[src/sv/lphm_pkg.sv]
// Shared types, constants and codes for the linear-probe hash map.
// No dependencies; used by every module of the block.
package lphm_pkg;

	localparam int MAX_ENTRIES_DEF = 1024;
	localparam int MIN_ENTRIES_DEF = 16;

	// hash mix
	localparam logic [63:0] MIX_MUL   = 64'h9ddfea08eb382d69;
	localparam int          MIX_SHIFT = 47;

	// operation codes
	localparam logic [1:0] OP_PUT    = 2'd0;
	localparam logic [1:0] OP_GET    = 2'd1;
	localparam logic [1:0] OP_DEL    = 2'd2;
	localparam logic [1:0] OP_UNUSED = 2'd3;

	// result status codes
	localparam logic [1:0] RS_OK        = 2'd0;
	localparam logic [1:0] RS_NOT_FOUND = 2'd1;
	localparam logic [1:0] RS_DUP       = 2'd2;
	localparam logic [1:0] RS_FULL      = 2'd3;

	// input word: operation, key, value, zero padded to bytes
	localparam int IN_W = 136;

	typedef enum logic [2:0] {
		MEM_IDLE,
		MEM_PROBE_RD,
		MEM_INS_WR,
		MEM_DEL_WR,
		MEM_SCAN_RD,
		MEM_CLR_WR
	} mem_op_t;

	typedef enum logic [3:0] {
		S_IDLE,
		S_DISPATCH,
		S_HASH_GO,
		S_HASH,
		S_PROBE,
		S_INS_CHK,
		S_FIND_CHK,
		S_SHRINK,
		S_CLR,
		S_SCAN_RD,
		S_SCAN_CHK,
		S_RESULT
	} state_t;

	typedef struct packed {
		logic       load_req;
		logic       hash_start;
		logic       slot_load;
		logic       slot_next;
		mem_op_t    mem_op;
		logic       use_other;
		logic       live_inc;
		logic       live_dec;
		logic       grow;
		logic       shrink;
		logic       clr_init;
		logic       clr_next;
		logic       scan_init;
		logic       scan_next;
		logic       cnt_inc;
		logic       ins_load;
		logic       commit;
		logic       set_status;
		logic [1:0] status;
		logic       rv_mem;
		logic       out_load;
	} cmd_t;

	typedef struct packed {
		logic [1:0] op;
		logic       cap_zero;
		logic       need_grow;
		logic       shrink_ok;
		logic       hash_done;
		logic       rk_used;
		logic       rk_chain;
		logic       rk_match;
		logic       probe_last;
		logic       clr_last;
		logic       scan_end;
	} sts_t;

endpackage

[src/sv/lphm_ctrl.sv]
// Controller FSM: request dispatch, probe loops, rehash sequencing, result hold.
// Depends on lphm_pkg; drives lphm_dp through cmd_t.
module lphm_ctrl (
	input  logic           clk,
	input  logic           arst_n,
	input  logic           in_valid,
	output logic           in_ready,
	output logic           out_valid,
	input  logic           out_ready,
	input  lphm_pkg::sts_t sts,
	output lphm_pkg::cmd_t cmd
);

	lphm_pkg::state_t state_q, state_d;
	logic rh_q, rh_d;
	logic out_valid_q;
	logic ins_mode;

	always_ff @(posedge clk or negedge arst_n) begin
		if (!arst_n) begin
			state_q     <= lphm_pkg::S_IDLE;
			rh_q        <= 1'b0;
			out_valid_q <= 1'b0;
		end else begin
			state_q <= state_d;
			rh_q    <= rh_d;
			if (cmd.out_load) out_valid_q <= 1'b1;
			else if (out_ready) out_valid_q <= 1'b0;
		end
	end

	assign ins_mode  = rh_q || (sts.op == lphm_pkg::OP_PUT);
	assign in_ready  = (state_q == lphm_pkg::S_IDLE);
	assign out_valid = out_valid_q;

	always_comb begin
		cmd           = '0;
		cmd.mem_op    = lphm_pkg::MEM_IDLE;
		cmd.use_other = rh_q;
		state_d       = state_q;
		rh_d          = rh_q;
		unique case (state_q)
			lphm_pkg::S_IDLE: begin
				if (in_valid) begin
					cmd.load_req = 1'b1;
					state_d      = lphm_pkg::S_DISPATCH;
				end
			end
			lphm_pkg::S_DISPATCH: begin
				case (sts.op)
					lphm_pkg::OP_PUT: begin
						if (sts.need_grow) begin
							cmd.grow     = 1'b1;
							cmd.clr_init = 1'b1;
							rh_d         = 1'b1;
							state_d      = lphm_pkg::S_CLR;
						end else begin
							cmd.hash_start = 1'b1;
							state_d        = lphm_pkg::S_HASH;
						end
					end
					lphm_pkg::OP_GET, lphm_pkg::OP_DEL: begin
						if (sts.cap_zero) begin
							cmd.set_status = 1'b1;
							cmd.status     = lphm_pkg::RS_NOT_FOUND;
							state_d        = lphm_pkg::S_RESULT;
						end else begin
							cmd.hash_start = 1'b1;
							state_d        = lphm_pkg::S_HASH;
						end
					end
					default: begin
						cmd.set_status = 1'b1;
						cmd.status     = lphm_pkg::RS_NOT_FOUND;
						state_d        = lphm_pkg::S_RESULT;
					end
				endcase
			end
			lphm_pkg::S_HASH_GO: begin
				cmd.hash_start = 1'b1;
				state_d        = lphm_pkg::S_HASH;
			end
			lphm_pkg::S_HASH: begin
				if (sts.hash_done) begin
					cmd.slot_load = 1'b1;
					state_d       = lphm_pkg::S_PROBE;
				end
			end
			lphm_pkg::S_PROBE: begin
				cmd.mem_op = lphm_pkg::MEM_PROBE_RD;
				state_d    = ins_mode ? lphm_pkg::S_INS_CHK : lphm_pkg::S_FIND_CHK;
			end
			lphm_pkg::S_INS_CHK: begin
				if (!sts.rk_used) begin
					cmd.mem_op = lphm_pkg::MEM_INS_WR;
					if (rh_q) begin
						cmd.cnt_inc   = 1'b1;
						cmd.scan_next = 1'b1;
						state_d       = lphm_pkg::S_SCAN_RD;
					end else begin
						cmd.live_inc   = 1'b1;
						cmd.set_status = 1'b1;
						cmd.status     = lphm_pkg::RS_OK;
						state_d        = lphm_pkg::S_RESULT;
					end
				end else if (sts.rk_match || sts.probe_last) begin
					state_d = lphm_pkg::S_RESULT;
					if (rh_q) begin
						// rehash abandoned; old bank stays live
						rh_d = 1'b0;
						if (sts.op == lphm_pkg::OP_PUT) begin
							cmd.set_status = 1'b1;
							cmd.status     = lphm_pkg::RS_DUP;
						end
					end else begin
						cmd.set_status = 1'b1;
						cmd.status     = sts.rk_match ? lphm_pkg::RS_DUP : lphm_pkg::RS_FULL;
					end
				end else begin
					cmd.slot_next = 1'b1;
					state_d       = lphm_pkg::S_PROBE;
				end
			end
			lphm_pkg::S_FIND_CHK: begin
				if (sts.rk_match) begin
					cmd.set_status = 1'b1;
					cmd.status     = lphm_pkg::RS_OK;
					cmd.rv_mem     = 1'b1;
					if (sts.op == lphm_pkg::OP_DEL) begin
						cmd.mem_op   = lphm_pkg::MEM_DEL_WR;
						cmd.live_dec = 1'b1;
						state_d      = lphm_pkg::S_SHRINK;
					end else begin
						state_d = lphm_pkg::S_RESULT;
					end
				end else if (!sts.rk_chain || sts.probe_last) begin
					cmd.set_status = 1'b1;
					cmd.status     = lphm_pkg::RS_NOT_FOUND;
					state_d        = lphm_pkg::S_RESULT;
				end else begin
					cmd.slot_next = 1'b1;
					state_d       = lphm_pkg::S_PROBE;
				end
			end
			lphm_pkg::S_SHRINK: begin
				if (sts.shrink_ok) begin
					cmd.shrink   = 1'b1;
					cmd.clr_init = 1'b1;
					rh_d         = 1'b1;
					state_d      = lphm_pkg::S_CLR;
				end else begin
					state_d = lphm_pkg::S_RESULT;
				end
			end
			lphm_pkg::S_CLR: begin
				cmd.mem_op = lphm_pkg::MEM_CLR_WR;
				if (sts.clr_last) begin
					cmd.scan_init = 1'b1;
					state_d       = lphm_pkg::S_SCAN_RD;
				end else begin
					cmd.clr_next = 1'b1;
				end
			end
			lphm_pkg::S_SCAN_RD: begin
				if (sts.scan_end) begin
					cmd.commit = 1'b1;
					rh_d       = 1'b0;
					state_d    = (sts.op == lphm_pkg::OP_PUT) ? lphm_pkg::S_HASH_GO
					                                          : lphm_pkg::S_RESULT;
				end else begin
					cmd.mem_op = lphm_pkg::MEM_SCAN_RD;
					state_d    = lphm_pkg::S_SCAN_CHK;
				end
			end
			lphm_pkg::S_SCAN_CHK: begin
				if (sts.rk_used) begin
					cmd.ins_load = 1'b1;
					state_d      = lphm_pkg::S_HASH_GO;
				end else begin
					cmd.scan_next = 1'b1;
					state_d       = lphm_pkg::S_SCAN_RD;
				end
			end
			lphm_pkg::S_RESULT: begin
				if (!out_valid_q || out_ready) begin
					cmd.out_load = 1'b1;
					state_d      = lphm_pkg::S_IDLE;
				end
			end
			default: state_d = lphm_pkg::S_IDLE;
		endcase
	end

endmodule

[config.mk]
export PLATFORM = sky130hd
export DESIGN_NAME = lphm_ctrl
export DESIGN_NICKNAME = d
export VERILOG_FILES = /design/src/sv/lphm_pkg.sv /design/src/sv/lphm_ctrl.sv
export SDC_FILE = /design/constraint.sdc
export NUM_CORES = 1
export LEC_CHECK = 0
export BUFFER_PORTS_ARGS = -buffer_cell sky130_fd_sc_hd__buf_2
export CAP_MARGIN = 20
export CORE_MARGIN = 5
export CORE_UTILIZATION = 35
export CTS_CLUSTER_SIZE = 10
export DETAILED_ROUTE_END_ITERATION = 6
export GPL_TIMING_DRIVEN = 0
export HOLD_SLACK_MARGIN = 0.12
export PLACE_DENSITY = 0.62
export SETUP_SLACK_MARGIN = 0.1
export SLEW_MARGIN = 20
export SYNTH_ARGS = -nofsm -noshare
export SYNTH_HDL_FRONTEND = slang
export SYNTH_SLANG_ARGS = --single-unit
export TNS_END_PERCENT = 20
[constraint.sdc]
create_clock -name clk -period 3.4 [get_ports clk]
set_input_delay 0.17 -clock clk [delete_from_list [all_inputs] [get_ports clk]]
set_output_delay 0.17 -clock clk [all_outputs]
set_load 0.05 [all_outputs]
Yosys cells after proc, flatten, opt, wreduce, memory -nomap -nowiden
Cells that the tools add are included.

Bits in registers: 6. Bits of input ports: 16. Output and inout port bits: 26.

Eq/ne operators: 23. Multiplexer cells: 85. Reductions and logical operators: 13.

Operators by type and width (count): 4-bit two-way mux (14); 4-bit case mux with 12 select lines (1); 1-bit two-way mux (41); 3-bit two-way mux (10); 2-bit != test (second input constant) (10); 2-bit two-way mux (9); 4-bit by 3-bit == test with 1-bit output (second input constant) (4); 4-bit == test (second input constant) (4); 3-bit case mux with 5 select lines (1); 1-bit case mux with 2 select lines (5); 3-bit case mux with 3 select lines (1); 4-bit by 2-bit == test with 1-bit output (second input constant) (2); 4-bit case mux with 2 select lines (1); 7-bit AND reduction (1); 3-bit case mux with 2 select lines (1); 4-bit by 1-bit == test with 1-bit output (second input constant) (1); 4-bit zero test (1); 1-bit logical OR (4); 1-bit case mux with 4 select lines (1); 4-bit AND reduction (1); 4-bit nonzero test (1); 2-bit by 1-bit == test with 1-bit output (second input constant) (1); 2-bit == test (second input constant) (1); 1-bit zero test (2); 3 further kinds (3).

Depth between registers and ports, before layout
Depth in word-level cells: 6. Depth in mapped cells: 6.

Worst setup path after synthesis
No wires, ideal clock.

Path kind: reg-to-output. Start point: register state_q[3]. End point: output port cmd[23] (netlist bit). Arrival: 2841 ps. Path slack: 389 ps. Cell stages (with the launch flop): 5. Buffers on the path: 2. Cells stage by stage: dfrtp_1 -> buf_4 -> buf_4 -> nor4_1 -> and2_1.

RTL lines: start, declared (RTL line lphm_ctrl.sv:14) `lphm_pkg::state_t state_q, state_d;`; start signal, assigned (RTL line lphm_ctrl.sv:21) `state_q <= lphm_pkg::S_IDLE;`; start signal, assigned (RTL line lphm_ctrl.sv:25) `state_q <= state_d;`; end, declared (RTL line lphm_ctrl.sv:11) `output lphm_pkg::cmd_t cmd`.

==> summary.md <==
| Metric | Value |
|---|---|
| Initial antenna violation count | `0` |
| Final global-route overflow total | `0` |
| Asr flop ratio synth | `1.00` |
| Synth Warn # | `0` |
| # DRC | `0` |
| Largest net degree at the start of global routing | `11` |
| Crit Path Class | `flop to primary output` |
| HP Class | `primary input to asynchronous set/reset pin` |
| Final min period | `~2100 ps` |
| FMAX | `between 400 and 500 MHz` |
| Hold-fix buffers, CTS | `1` |
| Worst Setup End Kind | `primary output` |
| TritonCTS Sinks | `6` |
| Via count | `roughly 1200` |
| Worst VDD drop | `0.547 mV` |
| Postcts setup bufs | `0` |
| H-tree depth | `1` |
| DR pass1 iterations | `5` |
| Most common cell in the netlist | `a21oi_1` |
| Synth area leaders | `dfrtp_1 (14%), a21oi_1 (6.2%), nand2b_1 (5.4%)` |
| Pleak | `approximately 0.00066 µW` |
| Crit path arrival time | `approximately 1900 ps` |
| Setup TNS | `0 ps` |
| Core area | `2810 µm²` |
| Synth top cells by count | `a21oi_1 (13), nor2_1 (11), nand2b_1 (9)` |
| Fin crit share | `0.611` |
| Worst hold slack | `between 200 and 300 ps` |
| Routed Antenna Nets | `0` |
| GRT Total Usage | `0.169` |
| PD cells | `between 900 and 1000 nW/µm²` |
| Root buf cell | `clkbuf_4` |
| Port bufs | `40` |
| Outcome | `finished clean` |
| RSZ-0062 raised after global routing | `false` |
| Initial Util | `0.373` |
| Worst-Skew Late Latency | `240 ps` |
| Max_slew headroom | `0.695` |
| Crit-path max FO | `9` |
| Final net count | `204` |
| Synth top area share | `0.143` |
| Setup violations, final | `0` |
| Post-cts resize count | `0` |
| Clock transition at path regs | `approximately 50 ps` |
| Synth unique cells | `55` |
| Hold Fails Final Rpt | `0` |
| Die width | `approximately 65 µm` |
| Number of global-route vias before repair | `1170` |
| Cell Area, Synth | `approximately 1000 µm²` |
| Routed WL per cell | `15.5 µm` |
| Pwr Total | `between 1000 and 1500 µW` |
| Yosys top cell by area | `dfrtp_1` |
| Dominant synthesized flop cell | `dfrtp_1` |
| Io pins | `42` |
| GP Congestion | `approximately 1` |
| First-pass GRT wire length | `roughly 5.7 mm` |
| Slew @ Worst Pin | `457 ps` |
| Yosys reg bits | `6` |
| Routed wire length | `3.29 mm` |
| Via density | `~5.8` |
| Post-synthesis sequential area ratio | `0.143` |
| Synth-to-layout area growth | `25.9%` |
| Util after Layout | `0.470` |
| Die ar. | `around 4200 µm²` |
| Max Cap Viol | `0` |
| CTS max path bufs | `2` |
| TritonCTS clock tree | `built` |
| Antenna Cells | `0` |
| Startpoint Class | `flop` |
| Slew Limit Fails | `0` |
| Synthesized instance count | `around 140` |
| Die Ht | `64.7 µm` |
| CTS Buf Count | `3` |
| Layout cells sized above 1 | `0.357` |
| Required @ worst endpoint | `about 3200 ps` |
| # rows | `19` |
| Post-DP HPWL | `around 2.7 mm` |
| Layout Skew | `about 7.7 ps` |
| Mapped Avg Cell Area | `between 7 and 8 µm²` |
| Initial DRC count | `95` |
| Net count after synthesis | `~160` |
| EDFF count, synth | `0` |
==> registers in the layout, indices dropped and copies added, names as in the netlist <==
name       cells
out_valid      1
state_q        4
rh_q           1
==> path summary, 6_finish.rpt <==
path,startpoint,endpoint,slack [ps],cells past startpoint
setup reg to reg,state_q[2],state_q[0],1730,5
max in group asynchronous,arst_n,state_q[0],2970,2
hold / removal,arst_n,rh_q,280,2
hold reg to reg,out_valid,out_valid,590,2
min in group clk,out_ready,out_valid,320,3
setup / recovery,state_q[2],cmd[2],1320,5
==> cell type report <==
type | instances | area, µm²
sequential | 6 | 150
inverter | 7 | 26.3
buffer | 10 | 73.8
multi-input combinational | 115 | 797
clock buffer | 3 | 22.5
tap | 31 | 38.8
fill | 298 | 1490
timing repair buffer | 41 | 210
==> cells by family after synthesis <==
| kind of cell | share of synthesized area |
|---|---|
| compound gates | 0.270 |
| fa+ha+maj | 0.0478 |
| buf+inv | 0.0956 |
| flops | 0.143 |
| mux | 0.0108 |
| simple gates | 0.433 |
==> metrics by stage <==
stage                     setup WS (ps)  cell area, µm²  instances
after global routing               1200            1320        213
after detailed placement           1590            1290        209
after CTS                          1320            1320        213
after floorplan                     389            1050        138
final                              1320            1320        213
after global placement             1610            1290        209
==> critical path, cell delays in order (launching register included) <==
cell and delay [ps]:
dfrtp_1 560, nand4bb_2 210, or3_1 370, a2bb2oi_1 150, o21ai_2 100, buf_2 270
==> layout by cell type (no fill, tap or decap), types with 2 or more instances in the layout <==
| cell type | netlist | layout |
|---|---|---|
| a22oi_1 | 2 | 2 |
| o211ai_1 | 2 | 2 |
| nand3_1 | 3 | 3 |
| clkbuf_4 | 0 | 3 |
| and3_1 | 7 | 7 |
| dfrtp_1 | 6 | 6 |
| buf_4 | 7 | 7 |
| nand2_1 | 5 | 5 |
| nor2_1 | 11 | 11 |
| nand3b_1 | 3 | 3 |
| or2_1 | 3 | 3 |
| inv_1 | 6 | 6 |
| nand2b_1 | 9 | 9 |
| and2_1 | 4 | 4 |
| nor3_1 | 5 | 5 |
| nand4b_1 | 2 | 2 |
| o21ai_0 | 6 | 6 |
| nor4_1 | 3 | 3 |
| a21oi_1 | 13 | 13 |
| ha_1 | 4 | 4 |
| buf_2 | 2 | 42 |
==> routing by layer <==
layer	share of wire	wire (µm)	GRT usage
met1	0.43	1420	0.239
met2	0.47	1550	0.257
met3	0.093	305	0.0380
met4	0.0061	20	0.0449
met5	0	0	0
==> power breakdown <==
| part | switching, µW | internal (µW) | total [µW] |
|---|---|---|---|
| logic | 652 | 331 | 983 |
| clock network | 25.8 | 39.9 | 65.7 |
| registers | 43.6 | 107 | 151 |
Note: power is estimated with default switching activity, not from simulation.
